===== src/sv/lmss_pkg.sv =====
package lmss_pkg;

	// Geometry of the matrix and of one glyph.
	localparam int LMSS_MAX_GLYPHS = 14;
	localparam int LMSS_ROWS       = 8;
	localparam int LMSS_COLS       = 8;

	// Register reset values.
	localparam logic [3:0]  LMSS_COUNT_RESET  = 4'd4;
	localparam logic [15:0] LMSS_PERIOD_RESET = 16'd40;
	localparam logic        LMSS_ENABLE_RESET = 1'b1;

	// Configuration port.
	localparam int LMSS_ADDR_W = 4;
	localparam int LMSS_DATA_W = 32;

	typedef enum logic [1:0] {
		REG_GLYPH_COUNT    = 2'd0,
		REG_SCROLL_PERIOD  = 2'd1,
		REG_DISPLAY_ENABLE = 2'd2
	} lmss_reg_t;

	typedef enum logic {
		ACT_WRITE = 1'b0,
		ACT_TICK  = 1'b1
	} lmss_action_t;

	typedef struct packed {
		logic       action;
		logic [3:0] glyph_slot;
		logic [2:0] glyph_row;
		logic [7:0] glyph_byte;
	} lmss_in_t;

	typedef struct packed {
		logic [7:0] column_select_n;
		logic [7:0] row_drive;
	} lmss_out_t;

	typedef struct packed {
		logic [3:0]  glyph_count;
		logic [15:0] scroll_period_ticks;
		logic        display_enable;
	} lmss_cfg_t;

	typedef struct packed {
		logic       en;
		logic [3:0] slot;
		logic [2:0] row;
		logic [7:0] data;
	} lmss_wr_t;

endpackage


===== src/sv/lmss_ram.sv =====
module lmss_ram #(
	parameter int WIDTH = 8,
	parameter int DEPTH = 16
) (
	input  logic                     clk,
	input  logic                     we,
	input  logic [$clog2(DEPTH)-1:0] waddr,
	input  logic [WIDTH-1:0]         wdata,
	input  logic [$clog2(DEPTH)-1:0] raddr_a,
	output logic [WIDTH-1:0]         rdata_a,
	input  logic [$clog2(DEPTH)-1:0] raddr_b,
	output logic [WIDTH-1:0]         rdata_b
);

	logic [WIDTH-1:0] mem_q [DEPTH];

	// Write-first: a read of the address being written returns the new data.
	always_ff @(posedge clk) begin
		if (we) begin
			mem_q[waddr] <= wdata;
		end
		rdata_a <= (we && waddr == raddr_a) ? wdata : mem_q[raddr_a];
		rdata_b <= (we && waddr == raddr_b) ? wdata : mem_q[raddr_b];
	end

endmodule


===== src/sv/lmss_glyph_store.sv =====
module lmss_glyph_store #(
	parameter int MAX_GLYPHS = lmss_pkg::LMSS_MAX_GLYPHS
) (
	input  logic                                  clk,
	input  logic                                  arst_n,
	input  lmss_pkg::lmss_wr_t                    wr,
	input  logic [$clog2(MAX_GLYPHS+2)-1:0]       cur_slot,
	input  logic [$clog2(MAX_GLYPHS+2)-1:0]       nxt_slot,
	output logic [lmss_pkg::LMSS_ROWS-1:0][7:0]   cur_rows,
	output logic [lmss_pkg::LMSS_ROWS-1:0][7:0]   nxt_rows
);
	import lmss_pkg::*;

	localparam int SLOTS  = MAX_GLYPHS + 2;
	localparam int SLOT_W = $clog2(SLOTS);
	localparam int CMP_W  = (SLOT_W > 4) ? SLOT_W + 1 : 5;

	logic [SLOTS-1:0][LMSS_ROWS-1:0] valid_q;
	logic [LMSS_ROWS-1:0]            cur_ok_q;
	logic [LMSS_ROWS-1:0]            nxt_ok_q;
	logic                            wr_hit;
	logic [SLOT_W-1:0]               wslot;
	logic [LMSS_ROWS-1:0]            row_we;
	logic [LMSS_ROWS-1:0][7:0]       cur_raw;
	logic [LMSS_ROWS-1:0][7:0]       nxt_raw;

	// Slot zero is the leading blank and is never written.
	assign wr_hit = wr.en && (wr.slot != 4'd0)
		&& (CMP_W'(wr.slot) <= CMP_W'(MAX_GLYPHS));
	assign wslot = SLOT_W'(wr.slot);

	always_comb begin
		for (int r = 0; r < LMSS_ROWS; r++) begin
			row_we[r] = wr_hit && (wr.row == 3'(r));
		end
	end

	// One memory per glyph row, so a scroll step sees all rows of two slots.
	for (genvar r = 0; r < LMSS_ROWS; r++) begin : g_row
		lmss_ram #(
			.WIDTH (8),
			.DEPTH (SLOTS)
		) u_ram (
			.clk     (clk),
			.we      (row_we[r]),
			.waddr   (wslot),
			.wdata   (wr.data),
			.raddr_a (cur_slot),
			.rdata_a (cur_raw[r]),
			.raddr_b (nxt_slot),
			.rdata_b (nxt_raw[r])
		);
	end

	// Valid bits stand in for clearing the store at reset. They are sampled
	// alongside the read data so that both describe the same access.
	always_ff @(posedge clk or negedge arst_n) begin
		if (!arst_n) begin
			valid_q  <= '0;
			cur_ok_q <= '0;
			nxt_ok_q <= '0;
		end else begin
			for (int r = 0; r < LMSS_ROWS; r++) begin
				if (row_we[r]) begin
					valid_q[wslot][r] <= 1'b1;
				end
				cur_ok_q[r] <= valid_q[cur_slot][r] || (row_we[r] && wslot == cur_slot);
				nxt_ok_q[r] <= valid_q[nxt_slot][r] || (row_we[r] && wslot == nxt_slot);
			end
		end
	end

	always_comb begin
		for (int r = 0; r < LMSS_ROWS; r++) begin
			cur_rows[r] = cur_ok_q[r] ? cur_raw[r] : 8'h00;
			nxt_rows[r] = nxt_ok_q[r] ? nxt_raw[r] : 8'h00;
		end
	end

endmodule


===== src/sv/lmss_cfg_regs.sv =====
module lmss_cfg_regs (
	input  logic                              clk,
	input  logic                              arst_n,
	input  logic                              psel,
	input  logic                              penable,
	input  logic                              pwrite,
	input  logic [lmss_pkg::LMSS_ADDR_W-1:0]  paddr,
	input  logic [lmss_pkg::LMSS_DATA_W-1:0]  pwdata,
	output logic [lmss_pkg::LMSS_DATA_W-1:0]  prdata,
	output logic                              pready,
	output lmss_pkg::lmss_cfg_t               cfg
);
	import lmss_pkg::*;

	lmss_cfg_t cfg_q;
	lmss_reg_t reg_sel;
	logic      wr_en;

	assign reg_sel = lmss_reg_t'(paddr[LMSS_ADDR_W-1:2]);
	assign wr_en   = psel && penable && pwrite;
	assign pready  = 1'b1;
	assign cfg     = cfg_q;

	always_ff @(posedge clk or negedge arst_n) begin
		if (!arst_n) begin
			cfg_q.glyph_count         <= LMSS_COUNT_RESET;
			cfg_q.scroll_period_ticks <= LMSS_PERIOD_RESET;
			cfg_q.display_enable      <= LMSS_ENABLE_RESET;
		end else if (wr_en) begin
			case (reg_sel)
				REG_GLYPH_COUNT: begin
					cfg_q.glyph_count <= pwdata[3:0];
				end
				REG_SCROLL_PERIOD: begin
					cfg_q.scroll_period_ticks <= pwdata[15:0];
				end
				REG_DISPLAY_ENABLE: begin
					cfg_q.display_enable <= pwdata[0];
				end
				default: begin
				end
			endcase
		end
	end

	always_comb begin
		case (reg_sel)
			REG_GLYPH_COUNT: begin
				prdata = LMSS_DATA_W'(cfg_q.glyph_count);
			end
			REG_SCROLL_PERIOD: begin
				prdata = LMSS_DATA_W'(cfg_q.scroll_period_ticks);
			end
			REG_DISPLAY_ENABLE: begin
				prdata = LMSS_DATA_W'(cfg_q.display_enable);
			end
			default: begin
				prdata = '0;
			end
		endcase
	end

endmodule


===== src/sv/lmss_scan_core.sv =====
module lmss_scan_core #(
	parameter int MAX_GLYPHS = lmss_pkg::LMSS_MAX_GLYPHS
) (
	input  logic                                clk,
	input  logic                                arst_n,
	input  lmss_pkg::lmss_cfg_t                 cfg,
	input  logic                                step,
	input  logic [lmss_pkg::LMSS_ROWS-1:0][7:0] cur_rows,
	input  logic [lmss_pkg::LMSS_ROWS-1:0][7:0] nxt_rows,
	output logic [$clog2(MAX_GLYPHS+2)-1:0]     cur_slot,
	output logic [$clog2(MAX_GLYPHS+2)-1:0]     nxt_slot,
	output lmss_pkg::lmss_out_t                 result
);
	import lmss_pkg::*;

	localparam int SLOT_W = $clog2(MAX_GLYPHS + 2);
	localparam int CMP_W  = (SLOT_W > 4) ? SLOT_W + 1 : 5;

	logic [SLOT_W-1:0]         glyph_index_q;
	logic [2:0]                bit_offset_q;
	logic [2:0]                scan_column_q;
	logic [15:0]               elapsed_q;
	logic [LMSS_ROWS-1:0][7:0] frame_q;

	logic [CMP_W-1:0]          eff_count;
	logic [CMP_W-1:0]          idx_next;
	logic                      cur_blank;
	logic                      nxt_blank;
	logic [15:0]               elapsed_inc;
	logic                      scroll;
	logic [LMSS_ROWS-1:0][7:0] new_frame;
	logic [LMSS_ROWS-1:0][7:0] shown_frame;
	logic [15:0]               pair;

	assign cur_slot = glyph_index_q;
	assign nxt_slot = glyph_index_q + SLOT_W'(1);

	// A count above the store size acts as the store size.
	assign eff_count = (CMP_W'(cfg.glyph_count) > CMP_W'(MAX_GLYPHS))
		? CMP_W'(MAX_GLYPHS) : CMP_W'(cfg.glyph_count);
	assign cur_blank = (glyph_index_q == '0) || (CMP_W'(glyph_index_q) > eff_count);
	assign nxt_blank = CMP_W'(nxt_slot) > eff_count;
	assign idx_next  = CMP_W'(glyph_index_q) + CMP_W'(1);

	assign elapsed_inc = (elapsed_q == 16'hFFFF) ? elapsed_q : elapsed_q + 16'd1;
	assign scroll      = (scan_column_q == 3'd0) && (elapsed_inc >= cfg.scroll_period_ticks);

	// Each row is the current glyph row shifted right with the next glyph
	// filling in from the left.
	always_comb begin
		pair = '0;
		for (int r = 0; r < LMSS_ROWS; r++) begin
			pair = {nxt_blank ? 8'h00 : nxt_rows[r], cur_blank ? 8'h00 : cur_rows[r]};
			pair = pair >> bit_offset_q;
			new_frame[r] = pair[7:0];
		end
	end

	assign shown_frame            = scroll ? new_frame : frame_q;
	assign result.column_select_n = ~(8'd1 << scan_column_q);
	assign result.row_drive       = shown_frame[scan_column_q];

	always_ff @(posedge clk or negedge arst_n) begin
		if (!arst_n) begin
			glyph_index_q <= '0;
			bit_offset_q  <= '0;
			scan_column_q <= '0;
			elapsed_q     <= '0;
			frame_q       <= '0;
		end else if (step) begin
			scan_column_q <= scan_column_q + 3'd1;
			if (scroll) begin
				elapsed_q    <= '0;
				frame_q      <= new_frame;
				bit_offset_q <= bit_offset_q + 3'd1;
				if (bit_offset_q == 3'd7) begin
					if (idx_next >= eff_count + CMP_W'(1)) begin
						glyph_index_q <= '0;
					end else begin
						glyph_index_q <= idx_next[SLOT_W-1:0];
					end
				end
			end else begin
				elapsed_q <= elapsed_inc;
			end
		end
	end

endmodule


===== src/sv/led_matrix_scroll_scanner_unit.sv =====
// An enabled tick in the request register leaves its column result in the result register.
// Throughput: one request per cycle unless a tick is held by a stalled result; the request
// and result registers are parted, so a new request is taken while a finished result waits.
// Reset (arst_n, asynchronous, active low) clears all control state, the frame image and
// the glyph store valid bits at once, so the store reads as blank with no clearing pass.
module led_matrix_scroll_scanner_unit #(
	parameter int MAX_GLYPHS = lmss_pkg::LMSS_MAX_GLYPHS
) (
	input  logic                             clk,
	input  logic                             arst_n,
	input  logic                             req_valid,
	output logic                             req_ready,
	input  lmss_pkg::lmss_in_t               req_data,
	output logic                             rsp_valid,
	input  logic                             rsp_ready,
	output lmss_pkg::lmss_out_t              rsp_data,
	input  logic                             psel,
	input  logic                             penable,
	input  logic                             pwrite,
	input  logic [lmss_pkg::LMSS_ADDR_W-1:0] paddr,
	input  logic [lmss_pkg::LMSS_DATA_W-1:0] pwdata,
	output logic [lmss_pkg::LMSS_DATA_W-1:0] prdata,
	output logic                             pready
);
	import lmss_pkg::*;

	localparam int SLOT_W = $clog2(MAX_GLYPHS + 2);

	lmss_cfg_t                 cfg;

	// Request register: holds the request that is being worked on.
	logic                      valid_s1;
	lmss_in_t                  req_s1;
	// Result register: holds a column result until the consumer takes it.
	logic                      rsp_valid_s2;
	lmss_out_t                 rsp_s2;

	logic                      is_tick;
	logic                      makes_rsp;
	logic                      out_free;
	logic                      s1_go;
	logic                      step;
	lmss_wr_t                  wr;
	logic [SLOT_W-1:0]         cur_slot;
	logic [SLOT_W-1:0]         nxt_slot;
	logic [LMSS_ROWS-1:0][7:0] cur_rows;
	logic [LMSS_ROWS-1:0][7:0] nxt_rows;
	lmss_out_t                 result;

	// A tick only produces a result while the display is enabled. Writes and
	// disabled ticks retire without touching the result register.
	assign is_tick   = (req_s1.action == ACT_TICK);
	assign makes_rsp = is_tick && cfg.display_enable;
	assign out_free  = !rsp_valid_s2 || rsp_ready;
	assign s1_go     = valid_s1 && (!makes_rsp || out_free);
	assign step      = s1_go && makes_rsp;
	assign req_ready = !valid_s1 || s1_go;

	// Glyph writes are applied when they retire from the request register, so
	// they stay in order with the ticks around them. The store reads through
	// a registered port and forwards a write to a read of the same entry,
	// so a tick right after a write already sees the new byte.
	assign wr.en   = s1_go && !is_tick;
	assign wr.slot = req_s1.glyph_slot;
	assign wr.row  = req_s1.glyph_row;
	assign wr.data = req_s1.glyph_byte;

	always_ff @(posedge clk or negedge arst_n) begin
		if (!arst_n) begin
			valid_s1 <= 1'b0;
		end else if (req_ready) begin
			valid_s1 <= req_valid;
		end
	end

	always_ff @(posedge clk) begin
		if (req_ready && req_valid) begin
			req_s1 <= req_data;
		end
	end

	always_ff @(posedge clk or negedge arst_n) begin
		if (!arst_n) begin
			rsp_valid_s2 <= 1'b0;
		end else if (step) begin
			rsp_valid_s2 <= 1'b1;
		end else if (rsp_ready) begin
			rsp_valid_s2 <= 1'b0;
		end
	end

	always_ff @(posedge clk) begin
		if (step) begin
			rsp_s2 <= result;
		end
	end

	assign rsp_valid = rsp_valid_s2;
	assign rsp_data  = rsp_s2;

	lmss_cfg_regs u_cfg (
		.clk     (clk),
		.arst_n  (arst_n),
		.psel    (psel),
		.penable (penable),
		.pwrite  (pwrite),
		.paddr   (paddr),
		.pwdata  (pwdata),
		.prdata  (prdata),
		.pready  (pready),
		.cfg     (cfg)
	);

	lmss_glyph_store #(
		.MAX_GLYPHS (MAX_GLYPHS)
	) u_store (
		.clk      (clk),
		.arst_n   (arst_n),
		.wr       (wr),
		.cur_slot (cur_slot),
		.nxt_slot (nxt_slot),
		.cur_rows (cur_rows),
		.nxt_rows (nxt_rows)
	);

	// The scroll position only moves at the start of a frame, so the slot
	// addresses held on the store have settled by the time the next scroll reads them.
	lmss_scan_core #(
		.MAX_GLYPHS (MAX_GLYPHS)
	) u_core (
		.clk      (clk),
		.arst_n   (arst_n),
		.cfg      (cfg),
		.step     (step),
		.cur_rows (cur_rows),
		.nxt_rows (nxt_rows),
		.cur_slot (cur_slot),
		.nxt_slot (nxt_slot),
		.result   (result)
	);

endmodule


===== config.mk =====
export PLATFORM = sky130hd
export DESIGN_NAME = led_matrix_scroll_scanner_unit
export DESIGN_NICKNAME = d
export VERILOG_FILES = /design/src/sv/lmss_pkg.sv /design/src/sv/lmss_ram.sv /design/src/sv/lmss_glyph_store.sv /design/src/sv/lmss_cfg_regs.sv /design/src/sv/lmss_scan_core.sv /design/src/sv/led_matrix_scroll_scanner_unit.sv
export SDC_FILE = /design/constraint.sdc
export NUM_CORES = 2
export LEC_CHECK = 0
export CAP_MARGIN = 20
export CORE_MARGIN = 2
export CORE_UTILIZATION = 37
export DETAILED_ROUTE_END_ITERATION = 10
export DONT_BUFFER_PORTS = 1
export GPL_TIMING_DRIVEN = 0
export HOLD_SLACK_MARGIN = 0.15
export PLACE_DENSITY = 0.52
export REMOVE_ABC_BUFFERS = 1
export SYNTH_ARGS = -nofsm -noshare
export SYNTH_HDL_FRONTEND = slang
export SYNTH_SLANG_ARGS = --single-unit

===== constraint.sdc =====
create_clock -name clk -period 4.1 [get_ports clk]
set_input_delay 0 -clock clk [delete_from_list [all_inputs] [get_ports clk]]
set_output_delay 0 -clock clk [all_outputs]
set_load 0.02 [all_outputs]

* Word level (Yosys, flattened, before mapping)
Memories as Yosys holds them, arrays and structs flattened. A register that Yosys moved wholly into a read port is not among the register bits.
Index checks and enable logic that the tools add are counted.
** Storage, ports and cells
- Register bits :: 289
- Memories kept :: 8
- Input port bits :: 59
- Bits in writable memories :: 1024
- Word-level logic and storage cells :: 253
** Operators by class
- Eq/ne operators :: 13
- Shifts and indexed selects :: 9
- Multiplexer cells :: 86
- Bitwise gates (word level) :: 9
- Reductions and logical operators :: 70
- Add/sub/neg operators :: 6
- Order comparisons :: 11
** Memories
- u_store.g_row[0].u_ram.mem_q :: words 16, bits a word 8, read ports 2, clocked after memory_dff 2, write ports 1, RTL line lmss_ram.sv:15 : logic [WIDTH-1:0] mem_q [DEPTH];
- u_store.g_row[1].u_ram.mem_q :: words 16, bits a word 8, read ports 2, clocked after memory_dff 2, write ports 1, RTL line lmss_ram.sv:15
- u_store.g_row[2].u_ram.mem_q :: words 16, bits a word 8, read ports 2, clocked after memory_dff 2, write ports 1, RTL line lmss_ram.sv:15
- u_store.g_row[3].u_ram.mem_q :: words 16, bits a word 8, read ports 2, clocked after memory_dff 2, write ports 1, RTL line lmss_ram.sv:15
- u_store.g_row[4].u_ram.mem_q :: words 16, bits a word 8, read ports 2, clocked after memory_dff 2, write ports 1, RTL line lmss_ram.sv:15
- u_store.g_row[5].u_ram.mem_q :: words 16, bits a word 8, read ports 2, clocked after memory_dff 2, write ports 1, RTL line lmss_ram.sv:15
- 2 more memories
** Operators with widths (number)
- $mux 128 :: 8
- $or 128x128->128 :: 8
- $mux 8 :: 36
- $demux 8 s4 :: 8
- $shr 16x3->8 :: 8
- $bmux 8 s4 :: 2
- $mux 64 :: 1
- $pmux 16 s3 :: 1
- $logic_and 1x1->1 :: 35
- $mux 16 :: 2
- $bmux 8 s3 :: 1
- $logic_or 1x1->1 :: 20
- $mux 1 :: 19
- $add 16x1->16 const B :: 1
- $eq 16x16->1 const B :: 1
- $ge 16x16->1 :: 1
- $eq 3x3->1 const B :: 5
- $lt 4x5->1 const B :: 3
- $mux 4 :: 3
- $gt 4x5->1 :: 2
- $eq 4x4->1 :: 2
- $not 8->8 :: 1
- $reduce_and 2->1 :: 4
- $shl 1x3->8 const A :: 1
- other kinds (25) :: 31

* Logic depth before layout (Yosys ltp)
- Depth in word-level cells :: 23
- Gate-level depth with buffers :: 20
- Depth with buffers taken out :: 17

* By module
From an unflattened synthesis, not the netlist that was laid out.
** Unflattened totals
- Cell total of the unflattened synthesis :: 4217
- Area total of the unflattened synthesis :: 68514.5 µm²
** Modules (own cells, without submodules)
- lmss_ram (u_store.g_row[1].u_ram ...) :: times used 7, sequential area each 4003.8 µm², area an instance 6185.9 µm², cells each 299
- lmss_scan_core :: times used 1, sequential area each 2252.2 µm², area an instance 8907.3 µm², cells each 1055
- lmss_glyph_store :: times used 1, sequential area each 3603.5 µm², area an instance 7890.1 µm², cells each 636
- lmss_ram (u_store.g_row[0].u_ram) :: times used 1, sequential area each 4003.8 µm², area an instance 6184.7 µm², cells each 299
- lmss_cfg_regs :: times used 1, sequential area each 530.5 µm², area an instance 1161.1 µm², cells each 91
- led_matrix_scroll_scanner_unit :: times used 1, sequential area each 1011.0 µm², area an instance 1069.8 µm², cells each 43

* Worst setup path before layout
Ideal clock, no wire load.
- Kind :: flip-flop to flip-flop
- From :: register u_core.glyph_index_q[0], in the netlist u_core.cur_slot[0]
- To :: register rsp_s2 (netlist bit rsp_data[4]) (data pin)
- Path buffers :: 4
- Data arrival time :: 4.289 ns
- Stages on the path, launching flop included :: 16
- Required time :: 3.942 ns
- Setup slack :: -0.347 ns
- Period minus slack after synthesis :: 4.447 ns
- Path through :: dfrtp_1 clkbuf_1 clkbuf_1 buf_1 inv_1 ha_1 ha_1 and4b_1 o32ai_4 buf_6 nand3_2 o32a_1 nand2_1 o21ai_1 mux4_2 a211oi_2
** RTL lines
- from (decl) :: RTL line lmss_scan_core.sv:19 : logic [SLOT_W-1:0] glyph_index_q;
- from (signal assigned) :: RTL line lmss_scan_core.sv:80 : glyph_index_q <= idx_next[SLOT_W-1:0];
- to (signal assigned) :: RTL line led_matrix_scroll_scanner_unit.sv:94 : rsp_s2 <= result;
- to (decl) :: RTL line led_matrix_scroll_scanner_unit.sv:36 : lmss_out_t rsp_s2;

==> metrics.md <==
| Metric | Value |
|---|---|
| Worst Reg2Reg Path Length in Cells | `11` |
| Worst-margin pin slew | `around 1.3 ns` |
| RSZ-0062 raised after global routing | `true` |
| Core box area | `between 150000 and 200000 um^2` |
| Sequential fraction of the synthesis area | `59.1%` |
| Clock sinks | `1321` |
| Tmin final | `4.30 ns` |
| Total track usage | `25.4%` |
| DR pass1 iterations | `8` |
| CTS Buffer Depth | `3` |
| Die height | `422 um` |
| FMAX | `233 MHz` |
| Die area | `178000 um^2` |
| Failing checks | `hold timing, setup timing` |
| Layout cell share with drive strength beyond 1 | `31.4%` |
| Drt wl/cell | `32.9 um` |
| Clock Latency Late Sink | `0.82 ns` |
| Diode count | `0` |
| Final period utilization | `105%` |
| Kind of critical path | `reg2reg` |
| TritonCTS clock tree | `built` |
| Iteration-0 DRC Markers | `5305` |
| Largest net degree at the start of global routing | `258` |
| Die width | `422 um` |
| Final Max Slew Viols | `0` |
| Drt drc | `0` |
| Fill count | `14995` |
| Pwr dens | `~400 nW/um^2` |
| Lkg Pwr | `approximately 27 nW` |
| Routed vias/inst | `6.07` |
| Max IR drop VDD | `roughly 440 uV` |
| Status | `finished, violations left` |
| Via count | `42624` |
| Clk_skew | `0.0302 ns` |
| Avg Cell Area, Syn | `15.6 um^2` |
| Slew headroom | `about an eighth` |
| GRT overflow | `0` |
| CP endpoint | `rsp_data[7]` |
| Final hold vios | `between 200 and 300` |
| Initial core utilization | `37.2%` |
| Max FO, Critical Path | `44` |
| Final hold slack | `-1.06 ns` |
| CP Capture Type | `register` |
| Hold crit path type | `in2async` |
| Ys flop type | `edfxtp_1` |
| Root Buffer | `clkbuf_16` |
| Register-to-register path setup slack | `-0.20 ns` |
| Ports | `110` |
| Post-synth EDFFs | `1056` |
| Dpl hpwl | `148 mm` |
| Cts bufs inserted | `around 150` |
| Final net count | `4667` |
| Critical Path Start | `u_core.bit_offset_q[1]` |
| Final wirelength | `231 mm` |
| Initial antenna violation count | `8` |
| Worst setup margin | `-0.200 ns` |
| I/O Buffers | `0` |
| Setup-failing EPs final | `6` |
| Worst path required time | `4.72 ns` |
| Setup crit start kind | `register` |
| Hold-fix buffers, CTS | `between 80 and 90` |
| H-tree depth | `4` |
| Synth unique cells | `roughly 90` |
| Synth warn | `0` |
| Share of synthesized registers carrying an async set or reset | `around a fifth` |
| Power consumption | `31.4 mW` |
| Synth Instances | `~4100` |
| Row cnt | `153` |
| Area grow syn2layout | `21.7%` |
| Synth Register Bits | `1321` |
| Clk pin slew, worst setup/hold paths | `0.06 ns` |
| Reg-to-Reg Start | `u_core.bit_offset_q[1]` |
| Finished Core Util | `45.3%` |
| Maxcap violations | `0` |
| Mapped Area | `64800 um^2` |
| Detail Route Antenna Nets | `0` |
| FF-to-FF End | `rsp_data[7]` |
| Vias in the first global route | `about 42000` |
| Worst EP arrival | `4.92 ns` |
| Global-route wire length before repair | `322 mm` |
| Placer Congestion | `0.867` |
==> report_power, final <==
group	total [mW]	internal, mW	switching (mW)
registers	15.2	14.8	0.401
logic	2.53	1.03	1.49
clock network	13.7	7.85	5.80
total	31.4	23.7	7.69
==> critical path, cell delays in order, from the launching register on <==
cell and delay (ns):
dfrtp_4 0.73, buf_12 0.30, clkinv_4 0.35, buf_12 0.30, nor2_1 0.56, buf_6 0.26
inv_1 0.13, or3_1 0.38, o311a_1 0.16, a211oi_2 0.32, o22ai_2 0.25, a31oi_4 0.29
==> cell usage in the layout (no fill, tap or decap), drive strengths merged, types with 14 or more instances in the layout <==
| cell type | synthesis | layout |
|---|---|---|
| conb | 2 | 145 |
| nand3 | 60 | 60 |
| a211oi | 43 | 43 |
| inv | 48 | 55 |
| a22oi | 66 | 66 |
| dlygate4sd3 | 0 | 86 |
| o21a | 15 | 16 |
| a2111oi | 15 | 15 |
| o22ai | 34 | 34 |
| a21oi | 65 | 65 |
| nand2b | 21 | 21 |
| buf | 184 | 342 |
| and3 | 18 | 18 |
| edfxtp | 1056 | 1056 |
| nor2b | 31 | 31 |
| nor3 | 28 | 28 |
| dfrtp | 253 | 253 |
| a31oi | 25 | 25 |
| bufinv | 0 | 17 |
| a221oi | 56 | 56 |
| o21bai | 17 | 17 |
| o21ai | 156 | 157 |
| clkbuf | 139 | 188 |
| nand2 | 330 | 330 |
| mux4 | 536 | 536 |
| a21o | 27 | 28 |
| bufbuf | 0 | 14 |
| ha | 39 | 39 |
| or2 | 117 | 117 |
| and2 | 49 | 49 |
| mux2 | 59 | 59 |
| clkinv | 4 | 65 |
| a22o | 32 | 32 |
| nor2 | 234 | 234 |
| mux2i | 191 | 191 |
==> Yosys cell counts (14+ instances only) <==
cell type / instances / area (um^2)
a2111oi_0: 14 / 123
a21oi_1: 65 / 325
o21a_1: 15 / 113
a22oi_1: 66 / 495
o22ai_1: 34 / 213
dfrtp_1: 253 / 6330
nand3_1: 59 / 295
and3_1: 18 / 113
buf_1: 31 / 116
buf_4: 59 / 443
or2_2: 117 / 732
nor3_1: 28 / 140
a221oi_1: 54 / 473
a31oi_1: 25 / 156
mux2i_1: 191 / 1910
a21o_1: 27 / 203
o21ai_0: 149 / 746
nand2b_1: 21 / 131
mux2_2: 59 / 664
ha_1: 39 / 488
buf_6: 27 / 304
nor2_1: 233 / 875
inv_1: 45 / 169
nor2b_1: 31 / 194
and2_1: 49 / 307
clkbuf_1: 139 / 522
a22o_1: 32 / 280
nand2_1: 330 / 1240
mux4_2: 536 / 12100
a211oi_1: 42 / 315
o21bai_1: 17 / 128
edfxtp_1: 1056 / 31700
buf_2: 58 / 290
==> layout make-up <==
class / count / area (um^2) / area share [%]
Sequential cell: 1321 / 38400 / 48.7
Multi-Input combinational cell: 2597 / 26000 / 33.0
Timing Repair Buffer: 449 / 6400 / 8.12
Clock buffer: 181 / 3900 / 4.94
Tap cell: 2325 / 2910 / 3.69
Clock inverter: 95 / 1030 / 1.30
Inverter: 52 / 254 / 0.322
==> flip-flops by register name, indices dropped and copies added, names as in the netlist, 3 cells and up, named ones only <==
name,cells
u_core.cur_slot,4
u_store.nxt_ok_q,8
rsp_data,16
u_core.frame_q,64
u_store.g_row.u_ram.mem_q,1024
u_cfg.cfg,21
u_store.cur_ok_q,8
u_store.valid_q,128
u_core.elapsed_q,16
u_core.bit_offset_q,3
req_s1,15
u_core.scan_column_q,3
==> kinds of logic after synthesis <==
logic type | after synthesis | synth area share (%)
compound gates | 673 | 7.37
xor+xnor | 27 | 0.386
fa+ha+maj | 39 | 0.753
buf+inv | 375 | 3.11
flops | 1321 | 59.1
mux | 786 | 22.6
other cells | 2 | 0.0116
simple gates | 924 | 6.64
==> routing by layer <==
metal | vias up | global-route usage [%] | part of all wire, %
met2 | 2277 | 39.5 | 46
met3 | 446 | 4.94 | 8.8
met1 | 22498 | 34.9 | 40
li1 | 17403 | - | -
met4 | 0 | 10.6 | 4.7
met5 | - | 0 | 0
==> metrics by stage <==
step           setup slack, ns  TNS (ns)  hold WS, ns  std cells  cell area (um^2)
3_5_place_dp             -2.44    -96.81       -0.252       6489             70100
5_1_grt                 -0.278    -0.986        -1.11       7020             78900
4_1_cts                 -0.221    -0.691        -1.14       6969             78000
3_3_place_gp            -21.72  -1834.88       -0.254       6292             66400
2_1_floorplan            -9.04   -629.22       -0.296       3967             63500
6_report                -0.200    -0.574        -1.06       7020             78900
==> worst min path at each step <==
stage | start | to | slack (ns) | depth (start not counted)
3_3_place_gp | arst_n | u_store.valid_q[99] | -0.25 | 0
6_report | arst_n | u_store.valid_q[99] | -1.06 | 0
5_1_grt | arst_n | u_store.valid_q[99] | -1.11 | 0
3_5_place_dp | arst_n | u_store.valid_q[99] | -0.25 | 0
2_1_floorplan | arst_n | rsp_valid | -0.30 | 0
4_1_cts | arst_n | u_store.valid_q[99] | -1.14 | 0
==> what timing repair did <==
action	in CTS	in global routing
setup buffers	100	39
gates cloned	18	7
hold endpoints to repair	331	257
gates resized for setup	142	50
setup endpoints to repair	95	40
pin swaps	50	50
(Power assumes the default switching activity.)
